$ cat config.mk
export PLATFORM = sky130hd
export DESIGN_NAME = lcd_scanline_timing
export DESIGN_NICKNAME = d
export VERILOG_FILES = /design/src/lst_pkg.sv /design/src/lcd_scanline_timing.sv /design/src/lst_step.sv /design/src/lst_out_stage.sv
export SDC_FILE = /design/constraint.sdc
export NUM_CORES = 1
export LEC_CHECK = 0
export BUFFER_PORTS_ARGS = -buffer_cell sky130_fd_sc_hd__buf_2
export CAP_MARGIN = 20
export CORE_MARGIN = 1.5
export CORE_UTILIZATION = 46
export DETAILED_ROUTE_END_ITERATION = 10
export GPL_TIMING_DRIVEN = 0
export PLACE_DENSITY = 0.69
export SYNTH_ARGS = -nofsm -noshare
export SYNTH_HDL_FRONTEND = slang
export SYNTH_SLANG_ARGS = --single-unit
$ cat constraint.sdc
create_clock -name i_clk -period 8.4 [get_ports i_clk]
set_input_delay 0.84 -clock i_clk [delete_from_list [all_inputs] [get_ports i_clk]]
set_output_delay 0.84 -clock i_clk [all_outputs]
set_load 0.01 [all_outputs]
$ cat src/lst_pkg.sv
`timescale 1ns / 1ps
`default_nettype none

package lst_pkg;

    localparam int CNT_W  = 16;
    localparam int LINE_W = 8;
    localparam int EL_W   = 12;
    localparam int IDX_W  = 3;
    localparam int DATA_W = 8;

    // register indexes of the configuration port
    localparam logic [IDX_W-1:0] REG_LINE_COMPARE = 3'd0;
    localparam logic [IDX_W-1:0] REG_IRQ_EN_VBL   = 3'd1;
    localparam logic [IDX_W-1:0] REG_IRQ_EN_HBL   = 3'd2;
    localparam logic [IDX_W-1:0] REG_IRQ_EN_MATCH = 3'd3;
    localparam logic [IDX_W-1:0] REG_FORCED_BLANK = 3'd4;

    typedef enum logic [1:0] {
        PH_DRAW  = 2'd0,
        PH_HBL   = 2'd1,
        PH_VDRAW = 2'd2,
        PH_VHBL  = 2'd3
    } t_phase;

    typedef struct packed {
        t_phase                    phase;
        logic signed [CNT_W-1:0]   counter;
        logic [LINE_W-1:0]         line;
        logic                      hbl_done;
        logic                      vbl;
        logic                      hbl;
        logic                      match;
    } t_state;

    typedef struct packed {
        logic [LINE_W-1:0] line_compare;
        logic              irq_en_vbl;
        logic              irq_en_hbl;
        logic              irq_en_match;
        logic              forced_blank;
    } t_cfg;

    typedef struct packed {
        logic [LINE_W-1:0]       current_line;
        logic                    vblank_flag;
        logic                    hblank_flag;
        logic                    match_flag;
        logic                    irq_vblank;
        logic                    irq_hblank;
        logic                    irq_match;
        logic                    phase_changed;
        logic                    draw_request;
        logic [LINE_W-1:0]       draw_line;
        logic                    draw_blank;
        logic signed [CNT_W-1:0] remaining_clocks;
    } t_result;

endpackage

`default_nettype wire

$ cat src/lcd_scanline_timing.sv
`timescale 1ns / 1ps
`default_nettype none

// lcd scanline timing generator
// input channel (i_in_valid / o_in_ready) carries one item: the number of
// clocks elapsed since the previous item; the block takes it off the
// remaining-clock counter of the current phase and advances at most one phase
// output channel (o_out_valid / i_out_ready) returns exactly one result item
// per input item: line counter, status flags, interrupt pulses, draw request
// latency: the result is valid in the cycle after the input item is accepted
// throughput: one item per cycle; the step is one subtract, one compare and a
// small phase update between the state registers and the result register
// when the receiver stalls the result register holds its item and o_in_ready
// falls, so no item is lost; ready comes back as soon as the result is taken
// configuration: i_cfg_we with i_cfg_index / i_cfg_data, one register per
// cycle; the user must write only while no item is in flight (not enforced);
// unknown indexes are ignored; reset (sync, active low): line 0, draw phase,
// full draw period left, all flags and enables clear, no result pending
module lcd_scanline_timing #(
    parameter int DRAW_CLOCKS      = 960,
    parameter int HBLANK_CLOCKS    = 272,
    parameter int VISIBLE_LINES    = 160,
    parameter int TOTAL_LINES      = 228,
    parameter int HBLANK_FLAG_LATE = 1006
) (
    input  wire logic                              i_clk,
    input  wire logic                              i_rst_n,
    // configuration write port
    input  wire logic                              i_cfg_we,
    input  wire logic [lst_pkg::IDX_W-1:0]         i_cfg_index,
    input  wire logic [lst_pkg::DATA_W-1:0]        i_cfg_data,
    // input channel
    input  wire logic                              i_in_valid,
    output logic                                   o_in_ready,
    input  wire logic [lst_pkg::EL_W-1:0]          i_elapsed_clocks,
    // output channel
    output logic                                   o_out_valid,
    input  wire logic                              i_out_ready,
    output logic [lst_pkg::LINE_W-1:0]             o_current_line,
    output logic                                   o_vblank_flag,
    output logic                                   o_hblank_flag,
    output logic                                   o_match_flag,
    output logic                                   o_irq_vblank,
    output logic                                   o_irq_hblank,
    output logic                                   o_irq_match,
    output logic                                   o_phase_changed,
    output logic                                   o_draw_request,
    output logic [lst_pkg::LINE_W-1:0]             o_draw_line,
    output logic                                   o_draw_blank,
    output logic signed [lst_pkg::CNT_W-1:0]       o_remaining_clocks
);

    lst_pkg::t_cfg    r_cfg;
    lst_pkg::t_state  r_state;
    lst_pkg::t_state  n_state;
    lst_pkg::t_result step_res;
    lst_pkg::t_result out_res;
    logic             accept;
    logic             space;

    assign o_in_ready = space;
    assign accept     = i_in_valid && space;

    // configuration registers
    always_ff @(posedge i_clk) begin
        if (!i_rst_n) begin
            r_cfg <= '0;
        end else if (i_cfg_we) begin
            unique case (i_cfg_index)
                lst_pkg::REG_LINE_COMPARE: r_cfg.line_compare <= i_cfg_data;
                lst_pkg::REG_IRQ_EN_VBL:   r_cfg.irq_en_vbl   <= i_cfg_data[0];
                lst_pkg::REG_IRQ_EN_HBL:   r_cfg.irq_en_hbl   <= i_cfg_data[0];
                lst_pkg::REG_IRQ_EN_MATCH: r_cfg.irq_en_match <= i_cfg_data[0];
                lst_pkg::REG_FORCED_BLANK: r_cfg.forced_blank <= i_cfg_data[0];
                default: ;
            endcase
        end
    end

    // combinational step from the current timing state
    lst_step #(
        .DRAW_CLOCKS      (DRAW_CLOCKS),
        .HBLANK_CLOCKS    (HBLANK_CLOCKS),
        .VISIBLE_LINES    (VISIBLE_LINES),
        .TOTAL_LINES      (TOTAL_LINES),
        .HBLANK_FLAG_LATE (HBLANK_FLAG_LATE)
    ) u_step (
        .i_state   (r_state),
        .i_cfg     (r_cfg),
        .i_elapsed (i_elapsed_clocks),
        .o_state   (n_state),
        .o_result  (step_res)
    );

    // timing state advances once per accepted item
    always_ff @(posedge i_clk) begin
        if (!i_rst_n) begin
            r_state <= '{phase: lst_pkg::PH_DRAW, counter: lst_pkg::CNT_W'(DRAW_CLOCKS),
                         line: '0, hbl_done: 1'b0, vbl: 1'b0, hbl: 1'b0, match: 1'b0};
        end else if (accept) begin
            r_state <= n_state;
        end
    end

    // result register, parts the two channels
    lst_out_stage u_out (
        .i_clk       (i_clk),
        .i_rst_n     (i_rst_n),
        .i_load      (accept),
        .i_result    (step_res),
        .i_out_ready (i_out_ready),
        .o_space     (space),
        .o_out_valid (o_out_valid),
        .o_result    (out_res)
    );

    assign o_current_line     = out_res.current_line;
    assign o_vblank_flag      = out_res.vblank_flag;
    assign o_hblank_flag      = out_res.hblank_flag;
    assign o_match_flag       = out_res.match_flag;
    assign o_irq_vblank       = out_res.irq_vblank;
    assign o_irq_hblank       = out_res.irq_hblank;
    assign o_irq_match        = out_res.irq_match;
    assign o_phase_changed    = out_res.phase_changed;
    assign o_draw_request     = out_res.draw_request;
    assign o_draw_line        = out_res.draw_line;
    assign o_draw_blank       = out_res.draw_blank;
    assign o_remaining_clocks = out_res.remaining_clocks;

`ifndef ASSERT_OFF
    a_no_accept_when_full: assert property (@(posedge i_clk) disable iff (!i_rst_n)
        (o_out_valid && !i_out_ready) |-> !o_in_ready)
        else $error("item accepted while result register full");

    a_result_follows: assert property (@(posedge i_clk) disable iff (!i_rst_n)
        (i_in_valid && o_in_ready) |=> o_out_valid)
        else $error("accepted item gave no result");

    a_draw_req_visible: assert property (@(posedge i_clk) disable iff (!i_rst_n)
        (o_out_valid && o_draw_request) |-> (o_phase_changed && !o_vblank_flag))
        else $error("draw request outside visible draw end");

    a_vbl_phase: assert property (@(posedge i_clk) disable iff (!i_rst_n)
        ((r_state.phase == lst_pkg::PH_DRAW) || (r_state.phase == lst_pkg::PH_HBL))
        |-> !r_state.vbl)
        else $error("vblank flag set in visible phase");
`endif

endmodule

`default_nettype wire

$ cat src/lst_step.sv
`timescale 1ns / 1ps
`default_nettype none

module lst_step #(
    parameter int DRAW_CLOCKS      = 960,
    parameter int HBLANK_CLOCKS    = 272,
    parameter int VISIBLE_LINES    = 160,
    parameter int TOTAL_LINES      = 228,
    parameter int HBLANK_FLAG_LATE = 1006
) (
    input  var lst_pkg::t_state             i_state,
    input  var lst_pkg::t_cfg               i_cfg,
    input  wire logic [lst_pkg::EL_W-1:0]   i_elapsed,
    output lst_pkg::t_state                 o_state,
    output lst_pkg::t_result                o_result
);

    localparam logic signed [lst_pkg::CNT_W-1:0] P_DRAW = lst_pkg::CNT_W'(DRAW_CLOCKS);
    localparam logic signed [lst_pkg::CNT_W-1:0] P_HBL  = lst_pkg::CNT_W'(HBLANK_CLOCKS);
    localparam int LATE_THR = HBLANK_CLOCKS - (HBLANK_FLAG_LATE - DRAW_CLOCKS);
    localparam logic [lst_pkg::LINE_W-1:0] L_VIS  = lst_pkg::LINE_W'(VISIBLE_LINES);
    localparam logic [lst_pkg::LINE_W-1:0] L_LAST = lst_pkg::LINE_W'(TOTAL_LINES - 1);
    localparam logic [lst_pkg::LINE_W-1:0] L_TOT  = lst_pkg::LINE_W'(TOTAL_LINES);

    logic signed [lst_pkg::CNT_W:0]   diff;
    logic signed [lst_pkg::CNT_W-1:0] sat;
    logic                             expired;
    logic                             late_hit;
    logic [lst_pkg::LINE_W-1:0]       nl;
    logic [lst_pkg::LINE_W-1:0]       start_line;
    logic                             line_start;
    logic                             hit;

    // subtract with saturation at the negative bound
    assign diff = {i_state.counter[lst_pkg::CNT_W-1], i_state.counter}
                - $signed({1'b0, {(lst_pkg::CNT_W - lst_pkg::EL_W){1'b0}}, i_elapsed});
    assign sat  = (diff[lst_pkg::CNT_W] != diff[lst_pkg::CNT_W-1])
                ? {1'b1, {(lst_pkg::CNT_W-1){1'b0}}} : diff[lst_pkg::CNT_W-1:0];
    assign expired  = (sat <= 0);
    assign late_hit = (int'(sat) <= LATE_THR) && !i_state.hbl_done;
    assign nl = i_state.line + 1'b1;

    // line number at a line start, back to zero at the end of the frame
    assign start_line = ((i_state.phase == lst_pkg::PH_VHBL) && (nl == L_TOT)) ? '0 : nl;

    // next state
    always_comb begin
        o_state = i_state;
        o_state.counter = sat;
        unique case (i_state.phase)
            lst_pkg::PH_DRAW: begin
                if (expired) begin
                    o_state.phase    = lst_pkg::PH_HBL;
                    o_state.counter  = sat + P_HBL;
                    o_state.hbl_done = 1'b0;
                end
            end
            lst_pkg::PH_HBL: begin
                if (expired) begin
                    o_state.line    = nl;
                    o_state.hbl     = 1'b0;
                    o_state.counter = sat + P_DRAW;
                    if (nl == L_VIS) begin
                        o_state.vbl   = 1'b1;
                        o_state.phase = lst_pkg::PH_VDRAW;
                    end else begin
                        o_state.phase = lst_pkg::PH_DRAW;
                    end
                end else if (late_hit) begin
                    o_state.hbl      = 1'b1;
                    o_state.hbl_done = 1'b1;
                end
            end
            lst_pkg::PH_VDRAW: begin
                if (expired) begin
                    o_state.phase    = lst_pkg::PH_VHBL;
                    o_state.counter  = sat + P_HBL;
                    o_state.hbl_done = 1'b0;
                end
            end
            lst_pkg::PH_VHBL: begin
                if (expired) begin
                    o_state.line    = nl;
                    o_state.hbl     = 1'b0;
                    o_state.counter = sat + P_DRAW;
                    o_state.phase   = lst_pkg::PH_VDRAW;
                    if (nl == L_LAST) begin
                        o_state.vbl = 1'b0;
                    end else if (nl == L_TOT) begin
                        // wrap to top of frame
                        o_state.line  = '0;
                        o_state.vbl   = 1'b0;
                        o_state.phase = lst_pkg::PH_DRAW;
                    end
                end else if (late_hit) begin
                    o_state.hbl      = 1'b1;
                    o_state.hbl_done = 1'b1;
                end
            end
        endcase
        // line compare is evaluated at every line start
        if (line_start) begin
            o_state.match = hit;
        end
    end

    assign line_start = expired && ((i_state.phase == lst_pkg::PH_HBL)
                                 || (i_state.phase == lst_pkg::PH_VHBL));
    assign hit = (start_line == i_cfg.line_compare);

    // result
    always_comb begin
        o_result = '0;
        o_result.current_line     = o_state.line;
        o_result.vblank_flag      = o_state.vbl;
        o_result.hblank_flag      = o_state.hbl;
        o_result.match_flag       = o_state.match;
        o_result.remaining_clocks = o_state.counter;
        o_result.irq_match        = line_start && hit && i_cfg.irq_en_match;
        unique case (i_state.phase)
            lst_pkg::PH_DRAW: begin
                if (expired) begin
                    o_result.draw_request  = 1'b1;
                    o_result.draw_line     = i_state.line;
                    o_result.draw_blank    = i_cfg.forced_blank;
                    o_result.irq_hblank    = i_cfg.irq_en_hbl;
                    o_result.phase_changed = 1'b1;
                end
            end
            lst_pkg::PH_HBL: begin
                if (expired) begin
                    o_result.phase_changed = 1'b1;
                    o_result.irq_vblank    = (nl == L_VIS) && i_cfg.irq_en_vbl;
                end
            end
            lst_pkg::PH_VDRAW: begin
                if (expired) begin
                    o_result.irq_hblank = i_cfg.irq_en_hbl;
                end
            end
            lst_pkg::PH_VHBL: begin
                o_result.phase_changed = 1'b0;
            end
        endcase
    end

endmodule

`default_nettype wire

$ cat src/lst_out_stage.sv
`timescale 1ns / 1ps
`default_nettype none

module lst_out_stage (
    input  wire logic                i_clk,
    input  wire logic                i_rst_n,
    input  wire logic                i_load,
    input  var lst_pkg::t_result     i_result,
    input  wire logic                i_out_ready,
    output logic                     o_space,
    output logic                     o_out_valid,
    output lst_pkg::t_result         o_result
);

    logic             r_valid;
    logic             n_valid;
    lst_pkg::t_result r_result;

    // free when empty or when the held item leaves this cycle
    assign o_space = !r_valid || i_out_ready;

    always_comb begin
        n_valid = r_valid;
        if (i_load) begin
            n_valid = 1'b1;
        end else if (i_out_ready) begin
            n_valid = 1'b0;
        end
    end

    always_ff @(posedge i_clk) begin
        if (!i_rst_n) begin
            r_valid <= 1'b0;
        end else begin
            r_valid <= n_valid;
        end
    end

    always_ff @(posedge i_clk) begin
        if (i_load) begin
            r_result <= i_result;
        end
    end

    assign o_out_valid = r_valid;
    assign o_result    = r_result;

endmodule

`default_nettype wire

# [Word-level counts from Yosys, hierarchy flattened]
# Index checks and enable logic that the tools add are counted.
[op_classes] n_shift=0 reduce_logical=26 div=0 bitwise=0 eq_ne=19 n_lt_le_gt_ge=2 mux=31 add_sub_neg=4 mul=0
[ops] operator="$pmux W18 S4" count=1
[ops] operator="$mux W26" count=2
[ops] operator="$mux W18" count=2
[ops] operator="$eq A8 B8 Y1 const B" count=3
[ops] operator="$mux W8" count=3
[ops] operator="$sub A16 B13 Y17" count=1
[ops] operator="$add A16 B10 Y16 const B" count=1
[ops] operator="$add A16 B11 Y16 const B" count=1
[ops] operator="$le A16 B1 Y1 const B" count=1
[ops] operator="$le A16 B9 Y1 const B" count=1
[ops] operator="$mux W16" count=1
[ops] operator="$pmux W8 S2" count=1
[ops] operator="$reduce_and A2 Y1" count=8
[ops] operator="$mux W1" count=14
[ops] operator="$ne A2 B1 Y1 const B" count=6
[ops] operator="$mux W11" count=1
[ops] operator="$add A8 B1 Y8 const B" count=1
[ops] operator="$eq A8 B8 Y1" count=1
[ops] operator="$logic_and A1 B1 Y1" count=7
[ops] operator="$eq A3 B2 Y1 const B" count=2
[ops] operator="$mux W2" count=3
[ops] operator="$reduce_and A5 Y1" count=1
[ops] operator="$eq A2 B2 Y1 const B" count=2
[ops] operator="$pmux W1 S2" count=2
[ops] operator="13 further kinds" count=16
[word_totals] ramBits=0 reg_bits=84 wordCells=107 romBits=0 latch_bits=0 output_inout_bits=43 in_bits=28 n_memories=0

# [Longest topological paths before layout]
# Gate-level depths: netlist of the first run.
[logic_depth] ltp_word=8 ltp_mapped=24 ltp_nobuf=21

# [Cells and area by module]
# From an unflattened synthesis of the first run, not the netlist that was laid out.
[hier_totals] cells_unflattened=578 area_unflattened_um2=5489.0
[by_module_without_submodules] mod="lst_step" instances=1 area_per_inst_um2=2364.8 cells_each=343
[by_module_without_submodules] mod="lcd_scanline_timing" instances=1 area_per_inst_um2=1844.3 cells_each=190
[by_module_without_submodules] mod="lst_out_stage" instances=1 area_per_inst_um2=1280.0 cells_each=45

# [Least setup slack after synthesis of the first run]
# OpenSTA, ideal clock, no wires.
[synth_path] path_kind="input to register" startpoint="input i_elapsed_clocks[11] in the netlist's numbering" endpoint="register u_out.r_result (netlist bit u_out.o_result[38]), data pin" setup_ps=260 arrival_time_ps=5364 path_buffers=4 path_slack_ps=2777 cell_stages=20 required_ps=8140 cell_sequence="inv_1 > ha_1 > a2111oi_0 > o21ai_0 > or3_1 > nor2b_1 > ha_1 > clkbuf_1 > buf_1 > clkbuf_1 > inv_1 > and3_1 > inv_1 > ha_1 > nand2_1 > or4_1 > o31a_1 > buf_6 > nor2_4 > mux2_2"
[synth_lines] element="start, declared" line="lcd_scanline_timing.sv:35" rtl="input wire logic [lst_pkg::EL_W-1:0] i_elapsed_clocks,"
[synth_lines] element="end signal, assigned" line="lst_out_stage.sv:41" rtl="r_result <= i_result;"
[synth_lines] element="end, declared" line="lst_out_stage.sv:17" rtl="lst_pkg::t_result r_result;"

==> impl_metrics.ini, run 1 <==
[run_status]
status = finished, final reports clean

[power_and_ir_drop]
p_per_area_nw_per_um2 = 354
p_leak_nw = 2.35
finalPower_mw = 2.07
ir_drop_mv = 0.168

[yosys]
synth_edf_count = 41
synthTopCellsByCount = nor2_1 (53), nand2_1 (51), dfxtp_1 (43)
async_flop_share = 0
synth_seq_area_share = 0.409
synthCells = 571
ys_seq_elements = 84
synth_top_area_cell = edfxtp_1
syn-num-nets = 622
synth_area_leaders = edfxtp_1 (24%), dfxtp_1 (17%), ha_1 (5.4%)
yosys_warnings = 0
synth_cell_types = 72
synth_flop_cell = dfxtp_1
syn_avg_cell_area_um2 = 8.96
synth_most_common_cell = nor2_1
synth_top_area_share = 0.241
synth_area_um2 = 5120

[detailed_routing]
vias = 4695
top_layer = met4
wl_met2_mm = 5.79
met1_length_mm = 6.13
avgViaCountPerCell = 5.88
met3WireLength_mm = 1.09
ant_nets = 0
wl_mm = 13.4
wl_per_cell_um = 16.8
drc = 0
drtIter0Drc = 467
dr.pass1.iters = 5

[cts]
cts.clk_slew.worst_paths_ns = 0.08
cts.sinks = 84
cts_made_buffers = 9
cts_tree = built
ctsHoldBuffers = 0
cts.htree.levels = 3
post_cts_buffers = 0
cts_resized = 0
cts-root-buf = clkbuf_8
clockBufferDepth = 2
clk_latency_ns = 0.37

[die]
pin_count = 71
die_x_um = 108
start_util = 0.472
core_region_area_um2 = 10800
die_h_um = 108
die_area_um2 = 11800
rows = 38

[layout]
nFillCells = 1028
drive_gt1_frac = 0.172
layout.nets = 704
antenna_cells = 0
areaGrowthSynthToFinish_pct = 14.1
final_area_um2 = 5840

[setup_path]
rrSetupSlack_ns = 2.17
critPathKind = input port to register
worstPathRequired_ns = 8.52
arrival_ns = 6.60
end_kind = register
startpoint_type = input port
crit_fanout = 10

[timing]
finalSetupTns_ns = 0
max_freq_ghz = 0.154
finalHoldViolations = 0
slew_violations = 0
min_period_over_period = 0.771
tightestPinTransition_ns = 0.744
setup_viol = 0
skew_ns = 0.00969
grt_setup_unrepaired = false
relSlewSlack = 0.499
layout_min_cycle_time_ns = 6.48

[global_routing]
grt_max_degree = 32
antenna_found_initial = 0
first_global_vias = 4406
grt_usage = 0.241
overflow = 0
grt_pass1_wl_mm = 21.8

[min_path]
min_path_type = register to register

[job]
drv_cap = 0

[placed_design]
dp_hpwl_mm = 9.58
placed_area_um2 = 5670
routabilityCongestion = 0.908
portBuffers = 70
==> power by group <==
group | switching (mW) | internal (mW)
Combinational | 0.778 | 0.427
Sequential | 0.0386 | 0.553
Clock | 0.154 | 0.116
Total | 0.970 | 1.10
==> per-layer routing <==
| layer | vias up | track usage |
|---|---|---|
| li1 | 2242 | - |
| met2 | 215 | 0.358 |
| met3 | 28 | 0.0452 |
| met1 | 2210 | 0.342 |
| met5 | - | 0 |
| met4 | 0 | 0.102 |
==> layout make-up <==
type	instances	area (µm²)	area share
multi-input combinational	426	2780	0.475
timing repair buffer	71	370	0.0634
clock inverter	5	35.0	0.00600
tap	140	175	0.0300
sequential	84	2090	0.358
buffer	33	148	0.0253
clock buffer	11	141	0.0242
inverter	28	105	0.0180
==> path summary, 6_finish.rpt <==
check                                 from                            to  depth (start not counted)
setup / recovery       i_elapsed_clocks[4]  u_out.o_result[40]$_DFFE_PP_                         23
hold / removal    r_state[15]$_SDFFE_PN0P_      r_state[15]$_SDFFE_PN0P_                          2
setup reg to reg  r_state[16]$_SDFFE_PN0P_  u_out.o_result[40]$_DFFE_PP_                         21
hold reg to reg   r_state[15]$_SDFFE_PN0P_      r_state[15]$_SDFFE_PN0P_                          2
==> layout by cell type (no fill, tap or decap), drive strengths merged, types with 4 or more instances in the layout <==
cell	netlist	layout
buf	9	80
nor2	54	54
nand2	51	51
dfxtp	43	43
a21oi	42	42
edfxtp	41	41
o21ai	37	37
clkbuf	24	35
inv	26	27
ha	22	22
nand3	19	19
xnor2	18	18
and2	12	12
mux2i	11	11
nor2b	11	11
nor3	11	11
a31oi	10	10
and3	8	8
xor2	8	8
nand2b	7	7
nor3b	7	7
o31ai	7	7
mux2	7	7
a21o	6	6
nand4	6	6
a221oi	6	6
a311oi	5	5
or4	5	5
or3	5	5
a211oi	5	5
clkinv	2	5
nor4	4	4
==> critical path, cell delays in order <==
cell       delay (ns)
buf_2            0.07
inv_1            0.04
ha_1             0.35
a21oi_1          0.43
nand2_1          0.15
o2111ai_1        0.31
a21oi_1          0.14
nor2_1           0.16
xnor2_1          0.09
ha_1             0.27
clkbuf_1         0.34
buf_1            0.43
clkbuf_1         0.44
inv_1            0.08
and3_1           0.23
inv_1            0.13
ha_1             0.15
nand2_1          0.05
or4_1            0.62
o31a_1           0.43
buf_6            0.19
nor2_4           0.26
mux2_2           0.38
==> state kept, by name, summed over array words and instances (netlist names) <==
signal and flops:
u_out.o_result 41, r_state 30, r_cfg 12, u_out.o_out_valid 1
==> kinds of logic (layout without fill, tap and decap cells) <==
kind of cell               after synthesis  count (layout)  synth area share
muxes                                   18              18            0.0376
and+or+nand+nor                        215             215             0.216
buffers and inverters                   61             148            0.0491
adders and majority gates               23              23            0.0577
xor gates and xnor gates                26              26            0.0445
DFF                                     84              84             0.409
AOI/OAI and AO/OA                      144             144             0.186
==> through the flow <==
stage	worst slack, ns	utilization	hold WS, ns	cells
floorplan	2.78	-	0.440	571
global placement	1.80	0.521	0.447	781
detailed placement	1.71	0.523	0.456	782
CTS	2.08	0.539	0.467	798
global route	1.54	0.539	0.486	798
finish	1.92	0.539	0.463	798
No activity file was read; power rests on OpenSTA's default activity.
==> inputs of run 2 (changes only) <==
Settings changed: ABC_AREA set to 1, PLACE_DENSITY 0.69 to 0.72.
Clock period 8.4 ns to 5.4 ns, I/O delays scaled along.
==> run 2 against run 1 <==
Net effect: synthesized cell count increased by 26%; area after synthesis increased by 1.1%; sequential share of layout area decreased by 0.42 points; global-route usage decreased by 1.5 points; clock skew increased by 0.0032 ns; die area increased by 1.0%; cell area increased by 1.2%.
==> impl_metrics.ini, run 2 <==
[timing]
finalSetupTns_ns = 0
setup_viol = 0
layout_min_cycle_time_ns = 4.55
relSlewSlack = 0.574
finalHoldViolations = 0
slew_violations = 0
tightestPinTransition_ns = 0.639
min_period_over_period = 0.844
grt_setup_unrepaired = false
max_freq_ghz = 0.220
skew_ns = 0.0129

[detailed_routing]
wl_mm = 12.8
avgViaCountPerCell = 5.08
dr.pass1.iters = 5
drc = 0
wl_per_cell_um = 13.5
drtIter0Drc = 292
vias = 4816
ant_nets = 0

[global_routing]
antenna_found_initial = 0
grt_max_degree = 28
grt_pass1_wl_mm = 20.7
overflow = 0
first_global_vias = 4415
grt_usage = 0.226

[setup_path]
worstPathRequired_ns = 5.50
end_kind = register
crit_fanout = 10
rr_worst_depth = 22
cpPeakStageDelay_ns = 0.43
crit_cells = 22
crit_top_cell = nand2_1
critPathBufInv = 6
cp_slowest_cell = clkbuf_1
arrival_ns = 4.65
crit_chain = inv_1 > ha_1 > fa_1 > inv_1 > nand2_1 > nand3_1 > nand2_1 > a31oi_1 > ha_1 > inv_1 > clkbuf_1 > nand2_1 > nor2_1 > inv_1 > ha_1 > nand2_1 > nor3_1 > nand3_2 > nand2_4 > buf_2 > nand2_1 > nor2_1
critPathKind = register to register
startpoint_type = register
cpLargestDelayFamily = simple AND/OR/NAND/NOR gates

[power_and_ir_drop]
p_leak_nw = 3.03
ir_drop_mv = 0.281
p_per_area_nw_per_um2 = 568
finalPower_mw = 3.36

[cts]
clockBufferDepth = 2
cts.clk_slew.worst_paths_ns = 0.09
cts-root-buf = clkbuf_8
cts_made_buffers = 9
clk_latency_ns = 0.36
cts.sinks = 84
post_cts_buffers = 0
cts_resized = 0
cts_tree = built
cts.htree.levels = 3
ctsHoldBuffers = 0

[die]
die_area_um2 = 11900
core_region_area_um2 = 10900
pin_count = 71
die_h_um = 109
start_util = 0.475
rows = 38
die_x_um = 109

[yosys]
synth_cell_types = 43
async_flop_share = 0
ys_seq_elements = 84
synth_area_leaders = edfxtp_1 (24%), dfxtp_1 (17%), nand2_1 (13%)
synth_top_area_cell = edfxtp_1
synth_area_um2 = 5170
synth_most_common_cell = nand2_1
synthTopCellsByCount = nand2_1 (184), inv_1 (124), nor2_1 (78)
synth_seq_area_share = 0.404
synth_edf_count = 41
synthCells = 721
synth_top_area_share = 0.238
syn-num-nets = 772
syn_avg_cell_area_um2 = 7.18
synth_flop_cell = dfxtp_1
yosys_warnings = 0

[layout]
final_common_cell = nand2_1
antenna_cells = 0
areaGrowthSynthToFinish_pct = 14.3
final_cells = 948
multi_input_area_um2 = 2510
seq_area_um2 = 2090
layout.nets = 854
largest_reg_flops = 41
drive_gt1_frac = 0.153
nFillCells = 1055
layout_common_cells = nand2_1 (184), inv_1 (124), nor2_1 (78)

[run_status]
status = finished, final reports clean

[placed_design]
portBuffers = 70
dp_hpwl_mm = 9.70
routabilityCongestion = 0.909
dp_cells = 932

[job]
drv_cap = 0

[min_path]
min_path_type = input port to register
min_path_cells = 3
run 2: report_power, final:
part / total (mW) / leakage, nW / switching [mW] / internal (mW)
logic: 1.94 / 2.18 / 1.33 / 0.612
clock network: 0.434 / 0.0931 / 0.222 / 0.212
registers: 0.978 / 0.764 / 0.0748 / 0.904
total: 3.36 / 3.03 / 1.63 / 1.73
run 2: cell families (layout without fill, tap and decap cells):
family	count (synthesis)	after routing	share of synthesized area
adders and majority gates	23	23	0.0571
DFF	84	84	0.404
buffers and inverters	146	233	0.111
AOI/OAI and AO/OA	87	87	0.0880
xor gates and xnor gates	13	13	0.0235
and+or+nand+nor	368	368	0.316
run 2: worst reg2reg max path: cells and delay by family, from the launching register on:
family / cells / cell delay [ns]
AND/OR/NAND/NOR: 11 / 1.56
AO/OA/AOI/OAI: 1 / 0.19
flip-flops: 1 / 0.32
adder cells (fa/ha/maj): 4 / 1.10
buffers and inverters: 6 / 1.11
run 2: final cells by class:
cell class                 instances  area share
sequential                        84       0.354
tap                              140      0.0296
inverter                         130      0.0834
multi-input combinational        491       0.424
clock buffer                      11      0.0222
buffer                            16      0.0140
timing repair buffer              71      0.0639
clock inverter                     5     0.00889
run 2: path summary, 6_finish.rpt:
check	startpoint	endpoint	slack, ns
max reg2reg	r_state[12]$_SDFFE_PN0P_	u_out.o_result[21]$_SDFFCE_PN0P_	0.85
min reg2reg	r_cfg[1]$_SDFFE_PN0P_	r_cfg[1]$_SDFFE_PN0P_	0.45
max	r_state[12]$_SDFFE_PN0P_	u_out.o_result[21]$_SDFFCE_PN0P_	0.85
min	i_cfg_data[5]	r_cfg[9]$_SDFFE_PN0P_	0.40
run 2: metal layers:
layer | wire, µm | vias to the layer above | GRT usage
li1 | - | 2459 | -
met1 | 5860 | 2159 | 0.309
met2 | 5800 | 184 | 0.358
met3 | 958 | 14 | 0.0424
met4 | 142 | 0 | 0.0733
met5 | 0 | - | 0
run 2: stage by stage:
stage | setup WS (ns) | hold slack (ns) | cell area [µm²] | utilization
final | 0.845 | 0.404 | 5910 | 0.543
after global routing | 0.455 | 0.404 | 5910 | 0.543
after CTS | 0.870 | 0.396 | 5910 | 0.543
after detailed placement | 0.577 | 0.446 | 5730 | 0.526
after global placement | 0.677 | 0.442 | 5700 | 0.523
after floorplan | 1.58 | 0.430 | 5170 | -
==> inputs of run 3 (changes only) <==
Settings changed: PLACE_DENSITY 0.72 to 0.69.
Clock period 5.4 ns to 4.26 ns, I/O delays scaled along.
==> run 3 against run 2 <==
Net effect: clock skew is essentially flat; register-to-register slack lost 0.55 ns; critical path type unchanged; sequential share of layout area shrank 0.30 points; via count shrank 0.60%; utilization grew 0.47 points; sequential cell count is the same.
==> impl_metrics.ini, run 3 (same netlist as run 2, synthesis figures left out) <==
[power_and_ir_drop]
seqPwrFrac = 0.285
p_sw_frac = 0.482
finalPower_mw = 4.35
p_leak_nw = 3.06
pwr-share-comb = 0.586
p_per_area_nw_per_um2 = 730
p_clk_frac = 0.129
ir_drop_mv = 0.447
power.switching_mw = 2.10
internal_power_mw = 2.26

[layout]
areaGrowthSynthToFinish_pct = 15.3
final_area_um2 = 5960
antenna_cells = 0
nFillCells = 1067
final_common_cell = nand2_1
layout_common_cells = nand2_1 (183), inv_1 (123), nor2_1 (78)
final_cells = 950
largest_reg_flops = 41
layout.nets = 856
drive_gt1_frac = 0.165

[run_status]
status = finished, final reports clean

[detailed_routing]
dr.pass1.iters = 5
ant_nets = 0
avgViaCountPerCell = 5.04
drc = 0
drtIter0Drc = 333
wl_per_cell_um = 13.2
vias = 4787
wl_mm = 12.6

[job]
drv_cap = 0

[setup_path]
worstReg2RegEnd = u_out.o_result[33]$_DFFE_PP_
crit_fanout = 10
cp_slowest_cell = fa_1
critPathKind = register to register
arrival_ns = 4.08
end_kind = register
worstPathRequired_ns = 4.37
rrSetupSlack_ns = 0.29
startpoint_type = register
cpPeakStageDelay_ns = 0.36
crit_chain = inv_1 > ha_1 > fa_1 > inv_1 > nand2_1 > nand3_1 > nand2_1 > a31oi_1 > ha_2 > clkinvlp_4 > nand2_1 > nor2_1 > inv_1 > ha_1 > nand2_1 > nor3_2 > nand3_2 > nand2_4 > buf_6 > nand3_2 > o211ai_1 > buf_4 > inv_1
rr_startpoint = r_state[12]$_SDFFE_PN0P_
rr_worst_depth = 23

[cts]
ctsHoldBuffers = 0
cts.clk_slew.worst_paths_ns = 0.08
cts_made_buffers = 9
clockBufferDepth = 2
cts-root-buf = clkbuf_8
cts.htree.levels = 3
cts_tree = built
clk_latency_ns = 0.35
cts.sinks = 84

[placed_design]
placed_area_um2 = 5730
routabilityCongestion = 0.931
portBuffers = 70
place_ws_ns = -0.439
dp_cells = 932
dp_hpwl_mm = 9.51

[die]
pin_count = 71
die_area_um2 = 11900
die_h_um = 109
core_region_area_um2 = 10900
rows = 38
start_util = 0.475
die_x_um = 109

[timing]
setup_viol = 0
tightestPinTransition_ns = 0.663
max_freq_ghz = 0.252
relSlewSlack = 0.558
timing.final.ws_setup_ns = 0.293
min_period_over_period = 0.931
skew_ns = 0.0126
layout_min_cycle_time_ns = 3.97
finalHoldViolations = 0
slew_violations = 0

[global_routing]
grt_pass1_wl_mm = 20.4
grt_max_degree = 28
grt_usage = 0.220
antenna_found_initial = 0
first_global_vias = 4318
overflow = 0

[min_path]
min_path_cells = 3
min_to = r_cfg[7]$_SDFFE_PN0P_
min-delay-start = i_cfg_data[3]
min_path_type = input port to register
-- run 3: repair_timing --
action                                  in CTS  in global routing
pin swaps                                    1                  1
endpoints found under the setup margin      39                 48
setup buffers                                0                  3
resized for setup                            1                  5
-- run 3: worst max-delay path, delay by kind of cell (launching register included) --
family                     cells  cell delay [ns]
and+or+nand+nor               10             1.17
adders and majority gates      4             0.99
DFF                            1             0.31
buffers and inverters          7             0.82
AOI/OAI and AO/OA              2             0.43
-- run 3: power groups by stage --
stage | Clock (mW) | Combinational (mW) | Sequential [mW]
2_1_floorplan | 0 | 1.71 | 1.31
3_3_place_gp | 0 | 2.39 | 1.26
3_5_place_dp | 0 | 2.43 | 1.25
4_1_cts | 0.575 | 2.44 | 1.24
5_1_grt | 0.596 | 2.91 | 1.26
6_report | 0.563 | 2.55 | 1.24
-- run 3: worst max path at each step --
stage	to	cells past startpoint	from	slack, ns
after global placement	u_out.o_result[20]$_SDFFCE_PN0P_	22	i_elapsed_clocks[0]	-0.42
final	u_out.o_result[33]$_DFFE_PP_	23	r_state[12]$_SDFFE_PN0P_	0.29
after CTS	u_out.o_result[33]$_DFFE_PP_	20	r_state[14]$_SDFFE_PN0P_	0.005
after global routing	u_out.o_result[33]$_DFFE_PP_	25	r_state[17]$_SDFFE_PN0P_	-0.03
after detailed placement	u_out.o_result[20]$_SDFFCE_PN0P_	22	i_elapsed_clocks[0]	-0.44
after floorplan	u_out.o_result[13]$_DFFE_PP_	27	i_elapsed_clocks[2]	0.55
-- run 3: per-stage QoR --
| step | utilization | hold WS (ns) | TNS [ns] |
|---|---|---|---|
| 6_report | 0.548 | 0.298 | 0 |
| 5_1_grt | 0.548 | 0.313 | -0.0279 |
| 4_1_cts | 0.544 | 0.287 | 0 |
| 3_5_place_dp | 0.526 | 0.446 | -13.34 |
| 3_3_place_gp | 0.523 | 0.442 | -12.23 |
| 2_1_floorplan | - | 0.430 | 0 |
-- run 3: layout make-up --
cell class                      count  area, µm²  area share
Buffer                             15       78.8      0.0132
Clock buffer                        9        124      0.0208
Clock inverter                      7       66.3      0.0111
Inverter                          130        497      0.0833
Multi-Input combinational cell    491       2530       0.424
Sequential cell                    84       2090       0.351
Tap cell                          140        175      0.0294
Timing Repair Buffer               74        400      0.0671
-- run 3: metal layers --
metal / part of all wire / up-vias / wire length [µm] / GRT usage
met1: 0.48 / 2164 / 6070 / 0.308
met3: 0.058 / 18 / 734 / 0.0353
met5: 0 / - / 0 / 0
met2: 0.44 / 145 / 5590 / 0.354
met4: 0.015 / 0 / 191 / 0.0583
li1: - / 2460 / - / -
